File: src/rtl/plfk_pkg.sv
// Shared types, constants and helpers of the plasma lens field kick block.
// No dependencies; every other file but rtl/plfk_checker.sv imports this package.
`default_nettype none
package plfk_pkg;

    localparam logic FUNC_LOAD     = 1'b0;
    localparam logic FUNC_PARTICLE = 1'b1;

    localparam logic [1:0] CFG_RADIAL_SCALE = 2'd0;
    localparam logic [1:0] CFG_FIELD_SCALE  = 2'd1;
    localparam logic [1:0] CFG_NODE_COUNT   = 2'd2;

    localparam logic [31:0] RADIAL_SCALE_RESET = 32'h0100_0000;
    localparam logic [24:0] XI_MAX  = 25'h100_0000;
    localparam logic [24:0] ONE_Q16 = 25'h001_0000;
    localparam logic signed [49:0] ACC_LIM = 50'sd274877906944;

    // Horner coefficients in Q.32: the top one starts the accumulator,
    // the rest are added in the order c4 down to c0.
    localparam logic signed [31:0] COEF_TOP = -32'sd461339004;
    localparam logic signed [31:0] HORNER_COEF [5] = '{
        32'sd946417519, -32'sd754483161, 32'sd84476316,
        -32'sd33496020, 32'sd677531091
    };

    typedef struct packed {
        logic        is_load;
        logic [3:0]  node_index;
        logic [31:0] node_pos;
        logic [23:0] node_density;
        logic [15:0] cell_position;
        logic [31:0] px;
        logic [31:0] py;
    } item_t;

    typedef struct packed {
        logic [31:0] radial_scale;
        logic [31:0] field_scale;
        logic [4:0]  node_count;
    } cfg_t;

    // Applies the sign to a magnitude and saturates to 32 signed bits.
    function automatic logic [31:0] sat_out(input logic [63:0] mag, input logic neg);
        logic [63:0] lim;
        begin
            if (neg) begin
                lim = (mag > 64'h8000_0000) ? 64'h8000_0000 : mag;
                sat_out = 32'(64'd0 - lim);
            end else begin
                sat_out = (mag > 64'h7FFF_FFFF) ? 32'h7FFF_FFFF : mag[31:0];
            end
        end
    endfunction

endpackage
`default_nettype wire

File: src/rtl/plfk_front.sv
// Front end: input handshake, item classification and a two-entry queue.
// Depends on plfk_pkg for the item type and function codes.
`default_nettype none
module plfk_front import plfk_pkg::*; #(
    parameter int MAX_NODES = 16
) (
    input  wire logic        aclk,
    input  wire logic        aresetn,
    input  wire logic        s_valid,
    output logic             s_ready,
    input  wire logic        s_func,
    input  wire logic [3:0]  s_node_index,
    input  wire logic [31:0] s_node_pos,
    input  wire logic [23:0] s_node_density,
    input  wire logic [15:0] s_cell_position,
    input  wire logic [31:0] s_px,
    input  wire logic [31:0] s_py,
    output logic             q_valid,
    output item_t            q_item,
    input  wire logic        q_pop
);

    item_t      queue_reg [2];
    logic       wr_ptr_reg;
    logic       rd_ptr_reg;
    logic [1:0] count_reg;
    logic       push;
    logic       pop;
    item_t      item_in;

    assign s_ready = (count_reg != 2'd2);
    assign q_valid = (count_reg != 2'd0);
    assign q_item  = queue_reg[rd_ptr_reg];
    assign pop     = q_pop && q_valid;

    // A load aimed beyond the table is dropped here and never queued.
    assign push = s_valid && s_ready &&
                  (s_func == FUNC_PARTICLE || 32'(s_node_index) < MAX_NODES);

    always_comb begin
        item_in.is_load       = (s_func == FUNC_LOAD);
        item_in.node_index    = s_node_index;
        item_in.node_pos      = s_node_pos;
        item_in.node_density  = s_node_density;
        item_in.cell_position = s_cell_position;
        item_in.px            = s_px;
        item_in.py            = s_py;
    end

    always_ff @(posedge aclk) begin
        if (push) begin
            queue_reg[wr_ptr_reg] <= item_in;
        end
    end

    always_ff @(posedge aclk) begin
        if (!aresetn) begin
            wr_ptr_reg <= 1'b0;
            rd_ptr_reg <= 1'b0;
            count_reg  <= 2'd0;
        end else begin
            if (push) wr_ptr_reg <= ~wr_ptr_reg;
            if (pop)  rd_ptr_reg <= ~rd_ptr_reg;
            if (push && !pop)      count_reg <= count_reg + 2'd1;
            else if (pop && !push) count_reg <= count_reg - 2'd1;
        end
    end

endmodule
`default_nettype wire

File: config.mk
export PLATFORM = sky130hd
export DESIGN_NAME = plfk_front
export DESIGN_NICKNAME = d
export VERILOG_FILES = /design/src/rtl/plfk_pkg.sv /design/src/rtl/plfk_front.sv
export SDC_FILE = /design/constraint.sdc
export NUM_CORES = 1
export LEC_CHECK = 0
export BUFFER_PORTS_ARGS = -buffer_cell sky130_fd_sc_hd__buf_2
export CORE_MARGIN = 8
export CORE_UTILIZATION = 35
export DETAILED_ROUTE_END_ITERATION = 10
export PLACE_DENSITY = 0.63
export SKIP_CTS_REPAIR_TIMING = 1
export SYNTH_ARGS = -nofsm -noshare
export SYNTH_HDL_FRONTEND = slang
export SYNTH_SLANG_ARGS = --single-unit
File: constraint.sdc
create_clock -name aclk -period 8.74 [get_ports aclk]
set_input_delay 1.748 -clock aclk [delete_from_list [all_inputs] [get_ports aclk]]
set_output_delay 1.748 -clock aclk [all_outputs]
set_load 0.02 [all_outputs]
**Yosys cells after proc, flatten, opt, wreduce, memory -nomap -nowiden**

Memories as Yosys holds them, arrays and structs flattened. A register that Yosys moved wholly into a read port is not among the register bits.
Cells that the tools add are included.

- Add/sub/neg operators: 2
- $mul: 0
- Div/mod/pow operators: 0
- Magnitude comparators: 0
- Eq/ne operators: 1
- Shifts and indexed selects: 0
- Mux-type cells: 6
- Bitwise operators: 3
- Reductions and logical operators: 8

Operators with widths:

| kind | count |
|---|---|
| logical AND 1 bit | 4 |
| 2-to-1 mux 1 bit | 4 |
| 2-to-1 mux 2 bit | 2 |
| nonzero test 2 bit | 2 |
| NOT 1 bit | 3 |
| adder 2 x 1 -> 2 bit, second input constant | 1 |
| zero test 1 bit | 2 |
| != test 2 bit, second input constant | 1 |
| subtractor 2 x 1 -> 2 bit, second input constant | 1 |

- Bits in registers: 4
- Bits in latches: 0
- Memory bits (writable): 282
- ROM bits: 0
- Bits of input ports: 145
- Output and inout bits: 143
- Logic and storage cells: 24
- Memories kept: 1

Memories:

| name | depth | bits a word | rd ports | clocked after Yosys merged registers in | write ports | line | RTL |
|---|---|---|---|---|---|---|---|
| queue_reg | 2 | 141 | 1 | 1 | 1 | plfk_front.sv:23 | `item_t queue_reg [2];` |

**Longest topological paths before layout**

Gate-level depths: netlist of run 1.

- Depth after elaboration: 6
- Mapped depth: 6
- Gate-level depth less buffers: 6

**Worst setup path after synthesis of run 1**

Ideal clock, no wire load.

- Kind: input port to flip-flop
- From: input port s_valid
- To: memory queue_reg[1][0] in the netlist's numbering (enable)
- Arrival time: 5.038 ns
- Data required time: 8.222 ns
- Slack: 3.184 ns
- Stages on the path: 1
- Cells stage by stage: and3_1

- Word-level cells in the longest chain between the ends: 3

RTL lines:

| what | line | RTL |
|---|---|---|
| start: declaration | plfk_front.sv:9 | `input wire logic s_valid,` |
| logical AND 1 bit | plfk_front.sv:37 | `assign push = s_valid && s_ready &&` |
| 2-to-1 mux 1 bit | plfk_front.sv:51 | `if (push) begin` |
| 2-to-1 mux 1 bit (not written as such) | plfk_front.sv:52 | `queue_reg[wr_ptr_reg] <= item_in;` |
| end: declaration | plfk_front.sv:23 |  |

No other way between the ends.

==> impl_summary.md, run 1 <==
Status
The flow ran to the end, and the final reports show no timing, DRC or antenna violations.

Synthesis
The average cell area after synthesis is 23.3 um2. After synthesis, the largest area contributor takes up about four fifths of total cell area. The biggest area consumer among synthesized cells is sky130_fd_sc_hd__edfxtp_1. The synthesized instance count is 464. The post-synth net total is between 600 and 700. The number of library cell types mapped by synthesis is 22. In the post-synthesis netlist, the biggest area contributors are sky130_fd_sc_hd__edfxtp_1 78%, sky130_fd_sc_hd__mux2_4 13%, sky130_fd_sc_hd__mux2_2 5.3%.

The post-synthesis instance area is between 10000 and 15000 um2. Summing the sequential cell areas from Yosys gives between 70% and 80% of the chip area. After synthesis the netlist holds a flip-flop and latch count of roughly 290.

For this run, the number of Yosys warnings is 0.

Worst setup path
The endpoint required time on the critical path is between 6000 and 7000 ps. The worst setup path is launched from a flip-flop. STA classifies the critical path endpoint as a primary output. The kind of critical path is reg2out.

The maximum net fanout on the critical path is 57. The data arrival time at the worst-slack endpoint is 3020 ps.

Floorplan
Once the floorplan was initialized, standard cells occupied roughly 35% of the core. The region available for standard cell placement spans 30500 um2. The die is around 190 um tall. The area of the die is around 37000 um2.

The total number of placement rows is 64. The number of top-level design ports is about 290. The die boundary width is ~190 um.

Routing
The number of DRC violations after detailed-routing iteration 0 is approximately 240. The first detailed-routing pass ran for 4 iterations. The total via count in the routed design is around 5300. Using the TritonRoute via totals, the vias-per-cell ratio works out to 4.47. Once detail routing completed, the nets flagged for antenna violations numbered 0. The post-route DRC violation count is 0. After detailed routing, the total wire length is ~23000 um. Dividing the detail-routed wire length by the instance count gives around 19 um.

Power and ir drop
The cell leakage power is between 5 and 6 nW. Power comes to about 4.2 mW. IR analysis of the VDD net gives a maximum drop of approximately 0.19 mV. The power per cell area is roughly 310 nW/um2.

STA
The setup skew after layout is about 20 ps. For the pin with the worst max-slew slack, the measured transition is between 1000 and 1500 ps. The tightest hold path in the finished design has a slack of about 560 ps.

Setup total negative slack on the finished layout was measured at 0 ps. The maximum clock frequency is 0.210 GHz. Measured against its own limit, the worst slew margin works out to approximately 28%. Setup repair after global routing left no endpoint under its margin.

The count of endpoints failing hold in the final timing report is 0. The final number of setup-violating endpoints is 0. The final clock period utilization by the worst path is 54.5%. Subtracting the final worst setup slack from the clock period gives around 4800 ps. The final-report max-slew violation count is 0.

Global routing
The leftover overflow at the end of global routing is 0. The first global-routing pass estimated 33000 um of wire. The via count of the first global-routing pass is about 5700. Global routing used between 10% and 20% of the available tracks. The initial antenna violation count is 6. Entering global routing, the biggest net connects 89 pins.

Flow run
The reported max-cap violation count is 0.

Clocking
Buffers inserted during clock tree synthesis total 31. At the later pin of the worst-skew pair, clock insertion delay measures 550 ps. The tree built by TritonCTS fans out to 287 sinks. In this run the number of H-tree levels came out at 1. The root buffer cell chosen for the clock tree is sky130_fd_sc_hd__clkbuf_16. The number of buffers on the longest clock path is 3. TritonCTS built the clock tree. The register clock-pin slew on the reported worst setup and hold paths is roughly 60 ps.

Final layout
The share of final-layout standard cells stronger than drive strength 1 is 60.5%. At the end of the flow the core is filled with cells to ~45%. After the flow finishes, the layout carries non-filler instances totaling 1192. The register with the most flip-flops in the layout has between 200 and 300 of them. The area growth from synthesis to layout is 26.0%. At the end of the flow, the number of nets in the layout was around 920.

Place
The final weighted congestion in routability-driven placement is between 0.7 and 0.8. The placed instance count is approximately 1100. The quantity of I/O buffers inserted on ports is ~290. Detailed placement finished with a half-perimeter wire length of ~15000 um.

Hold path
The tightest min-delay check is of the reg2reg type.
==> path summary, 6_finish.rpt <==
| path | slack, ps | depth (start not counted) | startpoint | endpoint |
|---|---|---|---|---|
| setup / recovery | 3980 | 3 | flip-flop | q_item[15] |
| hold / removal | 560 | 2 | count_reg[1] | count_reg[1] |
| setup reg to reg | 6160 | 4 | count_reg[0] | queue_reg[0][58] |
| hold reg to reg | 560 | 2 | count_reg[1] | count_reg[1] |
==> power by group <==
group          internal, mW  switching, mW
clock network         0.747          0.494
logic                 0.486          0.618
registers              1.72         0.0926
total                  2.96           1.20
==> synthesized netlist by cell type, drive strengths merged <==
master  instances
a21bo           1
a21boi          2
and2            4
and3            1
buf            16
dfxtp           5
edfxtp        282
ha              1
inv             2
mux2          141
nand2b          1
nand3b          1
o21ai           2
or2             1
or3             1
xnor2           2
xor2            1
==> cells by family after synthesis <==
| logic type | Yosys count | synth area share, % |
|---|---|---|
| AOI/OAI and AO/OA | 5 | 0.325 |
| xor gates and xnor gates | 3 | 0.243 |
| adders and majority gates | 1 | 0.116 |
| buffers and inverters | 18 | 1.48 |
| DFF | 287 | 79.4 |
| muxes | 141 | 17.8 |
| and+or+nand+nor | 9 | 0.603 |
==> final cells by class <==
class                      instances  area [um2]
tap                              396         495
multi-input combinational        159        2070
clock inverter                    10         100
inverter                           2        12.5
fill                            2664       16900
sequential                       287        8570
antenna                            1        2.50
timing repair buffer             292        1470
clock buffer                      45         878
==> worst max-delay path: stages, from the launching register on <==
cell,delay (ps)
sky130_fd_sc_hd__dfxtp_4,1030
sky130_fd_sc_hd__buf_4,770
sky130_fd_sc_hd__mux2_2,420
sky130_fd_sc_hd__buf_2,160
==> layer usage <==
layer | vias to the layer above | wire [um] | global-route usage [%]
met5 | - | 66 | 0
met1 | 2619 | 9140 | 13.6
met2 | 188 | 11200 | 20.4
met3 | 47 | 1870 | 3.96
li1 | 2468 | - | -
met4 | 10 | 548 | 3.29
==> metrics by stage <==
| step | area [um2] | setup slack, ps |
|---|---|---|
| floorplan | 10800 | 3180 |
| global placement | 12600 | 4500 |
| detailed placement | 12600 | 4460 |
| CTS | 13600 | 3850 |
| global route | 13600 | 3800 |
| finish | 13600 | 3980 |
==> layout by cell type (no fill, tap or decap) <==
cell / Yosys / routed
sky130_fd_sc_hd__clkbuf_16: 0 / 31
sky130_fd_sc_hd__dfxtp_4: 0 / 1
sky130_fd_sc_hd__or2_2: 1 / 1
sky130_fd_sc_hd__inv_1: 2 / 1
sky130_fd_sc_hd__clkbuf_1: 0 / 9
sky130_fd_sc_hd__clkbuf_8: 0 / 5
sky130_fd_sc_hd__nand2b_4: 1 / 1
sky130_fd_sc_hd__and3_4: 0 / 1
sky130_fd_sc_hd__xor2_1: 1 / 1
sky130_fd_sc_hd__dfxtp_1: 5 / 4
sky130_fd_sc_hd__a21boi_1: 1 / 1
sky130_fd_sc_hd__diode_2: 0 / 1
sky130_fd_sc_hd__o21ai_0: 1 / 1
sky130_fd_sc_hd__mux2_2: 51 / 51
sky130_fd_sc_hd__and2_1: 4 / 4
sky130_fd_sc_hd__buf_2: 5 / 287
sky130_fd_sc_hd__clkinv_2: 0 / 2
sky130_fd_sc_hd__xnor2_1: 2 / 2
sky130_fd_sc_hd__clkinv_1: 0 / 4
sky130_fd_sc_hd__a21boi_0: 1 / 1
sky130_fd_sc_hd__mux2_4: 90 / 90
sky130_fd_sc_hd__clkinvlp_4: 0 / 2
sky130_fd_sc_hd__inv_6: 0 / 1
sky130_fd_sc_hd__or3_1: 1 / 1
sky130_fd_sc_hd__o21ai_1: 1 / 1
sky130_fd_sc_hd__buf_4: 0 / 5
sky130_fd_sc_hd__ha_1: 1 / 1
sky130_fd_sc_hd__bufinv_16: 0 / 2
sky130_fd_sc_hd__edfxtp_1: 282 / 282
sky130_fd_sc_hd__a21bo_2: 1 / 1
sky130_fd_sc_hd__nand3b_1: 1 / 1
(Power assumes the default switching activity.)
==> run 2: changes to the inputs <==
Settings changed: ABC_AREA from default to 1.
Clock period 8.74 ns to 4.53 ns, I/O delays scaled along.
==> run 2 against run 1 <==
Net effect:
- critical path depth unchanged
- sequential share of layout area decreased by 0.48 points
- sequential cell count unchanged
- critical path type unchanged
==> impl_summary.md, run 2 <==
Global routing
The initial antenna violation count is 8 (+2). The leftover overflow at the end of global routing came to 0 (unchanged). The wire length of the first global-routing pass is 32700 um (-0.73%). The pin count of the biggest net entering global routing is 84 (-5.6%).

The via count of the first global-routing pass is 5873 (+2.4%). The global router's overall resource usage is 11.4% (-0.25 points).

Synthesis
The synthesized instance count is 477 (+2.8%). The adder and majority cell fraction of the synthesized area is 0.116% (about the same). The commonest cells after synthesis are 282 x sky130_fd_sc_hd__edfxtp_1, 90 x sky130_fd_sc_hd__mux2_4, 51 x sky130_fd_sc_hd__mux2_2. The count of state elements after synthesis is 287 (unchanged).

The multiplexer fraction of the synthesized cell area is 17.8% (about the same). In the post-synthesis netlist, the biggest area contributors are sky130_fd_sc_hd__edfxtp_1 78%, sky130_fd_sc_hd__mux2_4 13%, sky130_fd_sc_hd__mux2_2 5.3%. The post-synth net total is 623 (+2.1%).

The sequential share of the synthesized area is 79.4% (about the same). The yosys synthesis warning count is 0 (unchanged). The commonest register cell after synthesis is sky130_fd_sc_hd__edfxtp_1.

The share of synthesized cell area in and, or, nand and nor gates is 0.696% (+0.093 points). The share of the synthesized area in the top cell type came to 78.5% (about the same). The most frequent cell after synthesis is sky130_fd_sc_hd__edfxtp_1.

The share of the synthesized netlist area taken by xor and xnor gates came to 0% (-0.24 points). The number of library cell types mapped by synthesis is 16 (-27%). The biggest area consumer among synthesized cells is sky130_fd_sc_hd__edfxtp_1.

The count of flip-flops with a built-in enable after synthesis is 282 (unchanged). The average cell area after synthesis is 22.6 um2 (-2.7%). The combinational family with the most area after synthesis is multiplexers.

The share of flip-flops with an asynchronous set or reset is 0% (unchanged). The compound-gate portion of the synthesized area is 0.209% (-0.12 points). The post-synthesis instance area is 10800 um2 (about the same).

Place
The placed instance count came to 1151 (+1.3%). The quantity of I/O buffers inserted on ports is 287 (unchanged). The final weighted congestion in routability-driven placement is 0.700 (-0.81%). The HPWL reported at the end of detailed placement was 15300 um (-0.17%).

Power and ir drop
The share of power burned in combinational logic is 25.4% (-1.1 points). The portion of total power attributed to the clock network is 30.8% (+1.0 points). The total power is 7.96 mW (+91%). The switching part of the total is 28.6% (-0.31 points). The power per cell area is 581 nW/um2 (+90%). The cell leakage power was 5.27 nW (+1.5%). The share of power burned in registers is 43.9% (+0.3 points). The switching component of the power is 2.28 mW (+89%). The worst voltage drop across the vdd grid is 0.368 mV (+93%).

The internal power contribution is 5.68 mW (+92%).

Worst setup path
On the critical path the largest part of the delay comes from flip-flops. The startpoint of the worst-slack reg-to-reg timing path is count_reg[0]. The critical path goes through buf_12, mux2_2, buf_2. The maximum single-stage delay on the critical path is 850 ps (-180 ps). The critical path depth came to 3 (unchanged).

The data arrival time at the worst-slack endpoint was 2360 ps (-660 ps). The kind of critical path is reg2out. The depth of the most critical reg-to-reg path came to 5 (+1). The count of buffering cells on the critical path with inverters included came to 2 (unchanged). Among all stages on the critical path, the largest delay is contributed by sky130_fd_sc_hd__dfxtp_4. The type of destination of the critical path is a primary output. The maximum net fanout on the critical path came to 47 (-18%). STA classifies the critical path startpoint as a flip-flop. The endpoint required time on the critical path is 3620 ps (-3370 ps).

Final layout
The area growth from synthesis to layout is 27.0%. Leaving out fill and tap cells, the most frequent cells in the layout are 287 x sky130_fd_sc_hd__buf_2, 282 x sky130_fd_sc_hd__edfxtp_1, 90 x sky130_fd_sc_hd__mux2_4, 51 x sky130_fd_sc_hd__mux2_2, 31 x sky130_fd_sc_hd__clkbuf_16. The number of nets at the end of the flow came to 933 (+1.5%). The number of standard cells in the final layout excluding fillers was 1209 (+1.4%). The most common library cell in the layout ignoring fill and taps is sky130_fd_sc_hd__buf_2.

The share of final-layout standard cells stronger than drive strength 1 came to 59.6% (-0.95 points). The flip-flop count of the largest register after layout came to 282 (unchanged).

STA
Dividing the final minimum period by the clock period gives between 70% and 80%. The count of endpoints failing hold in the final timing report is 0 (unchanged). The minimum clock period is approximately 3300 ps. The maximum clock frequency is 0.306 GHz. The remaining max-slew budget at the tightest pin was 44.3% (+17 points). Setup repair after global routing left no endpoint under its margin. The worst hold slack was 512 ps (-44.7 ps). The setup skew after layout is 5.31 ps (-14.7 ps). The final-report max-slew violation count is 0 (unchanged). The worst-margin pin slew is 836 ps (-251 ps).

The final number of setup-violating endpoints is 0 (unchanged).

Status
The flow ran to the end, and the final reports show no timing, DRC or antenna violations.

Clocking
The number of buffers on the longest clock path is 3 (unchanged). The root buffer cell chosen for the clock tree is sky130_fd_sc_hd__clkbuf_16. The register clock-pin slew on the reported worst setup and hold paths was 60 ps (about the same). The clock network latency to the later pin of the worst-skew pair was 540 ps (about the same). The number of levels in the clock H-tree was 1 (unchanged).

The number of buffers inserted during clock tree synthesis is 30 (-3.2%). The TritonCTS clock tree is yes. The total clock sinks is 287 (unchanged).

Hold path
The beginning of the worst hold path is rd_ptr_reg. The hold-critical path depth is 2 (unchanged). The kind of path behind the tightest hold check is reg2reg.

Floorplan
The area of the die is 36700 um2 (about the same). The total number of placement rows was 64 (unchanged). The placeable core region was 30500 um2 (unchanged). The vertical die dimension is 192 um (about the same). The die boundary width is 192 um (about the same). The starting density of the core was 35.4% (about the same). The number of top-level design ports is 288 (unchanged).

Routing
The sum of routed wire length over all layers came to 22400 um (-1.9%). The vias per cell is 4.45 (-0.44%). The number of iterations in the first detailed-routing pass is 6 (+2). The total via count in the routed design is 5384 (+0.98%). The post-route DRC violation count was 0 (unchanged).

The mean routed wirelength per cell is 18.6 um (-3.3%). The number of DRC violations after detailed-routing iteration 0 was 270 (+15%). The antenna violation net count after detailed routing is 0 (unchanged).

Flow run
The reported max-cap violation count is 0 (unchanged).
==> run 2: power groups by stage <==
stage / combinational, mW / sequential (mW) / clock [mW]
floorplan: 1.48 / 3.52 / 0
global placement: 2.06 / 3.54 / 0
detailed placement: 2.07 / 3.56 / 0
CTS: 2.07 / 3.50 / 2.52
global route: 2.15 / 3.53 / 2.62
finish: 2.02 / 3.49 / 2.45
==> run 2: worst paths after layout <==
kind                      end  slack [ps]
max                q_item[33]        1260
min                 flip-flop         510
max reg2reg  queue_reg[1][95]        2590
min reg2reg         flip-flop         510
==> run 2: kinds of logic (layout without fill, tap and decap cells) <==
logic type,count (synthesis),in the layout
DFF,287,287
muxes,141,141
buffers and inverters,25,359
and+or+nand+nor,19,19
AOI/OAI and AO/OA,4,4
adders and majority gates,1,1
other,0,2
==> run 2: per-stage QoR <==
stage | cell area (um2) | TNS [ps] | util (%) | worst slack [ps]
6_report | 13700 | 0 | 44.9 | 1260
5_1_grt | 13700 | 0 | 44.9 | 1120
4_1_cts | 13700 | 0 | 44.9 | 1160
3_5_place_dp | 12700 | 0 | 41.6 | 1760
3_3_place_gp | 12700 | 0 | 41.6 | 1760
2_1_floorplan | 10800 | -170600 | - | -605
==> run 2: worst reg2reg max path: stages, from the launching register on <==
cell	delay, ps
sky130_fd_sc_hd__dfxtp_1	350
sky130_fd_sc_hd__inv_1	90
sky130_fd_sc_hd__nand2_1	90
sky130_fd_sc_hd__nand2_1	160
sky130_fd_sc_hd__nor2_4	160
sky130_fd_sc_hd__buf_4	640
==> run 2: final cells by class <==
class	count	area, um2
fill	2697	16800
sequential	287	8570
multi-input combinational	165	2050
timing repair buffer	294	1550
clock buffer	33	783
tap	396	495
clock inverter	23	216
inverter	9	33.8
antenna	2	5.00
==> run 2: metal layers <==
| metal | up-vias | global-route usage [%] | share of wire (%) |
|---|---|---|---|
| li1 | 2497 | - | - |
| met2 | 192 | 19.4 | 48 |
| met4 | 12 | 3.55 | 3.0 |
| met1 | 2629 | 13.4 | 40 |
| met5 | - | 0 | 0.34 |
| met3 | 54 | 4.21 | 8.0 |
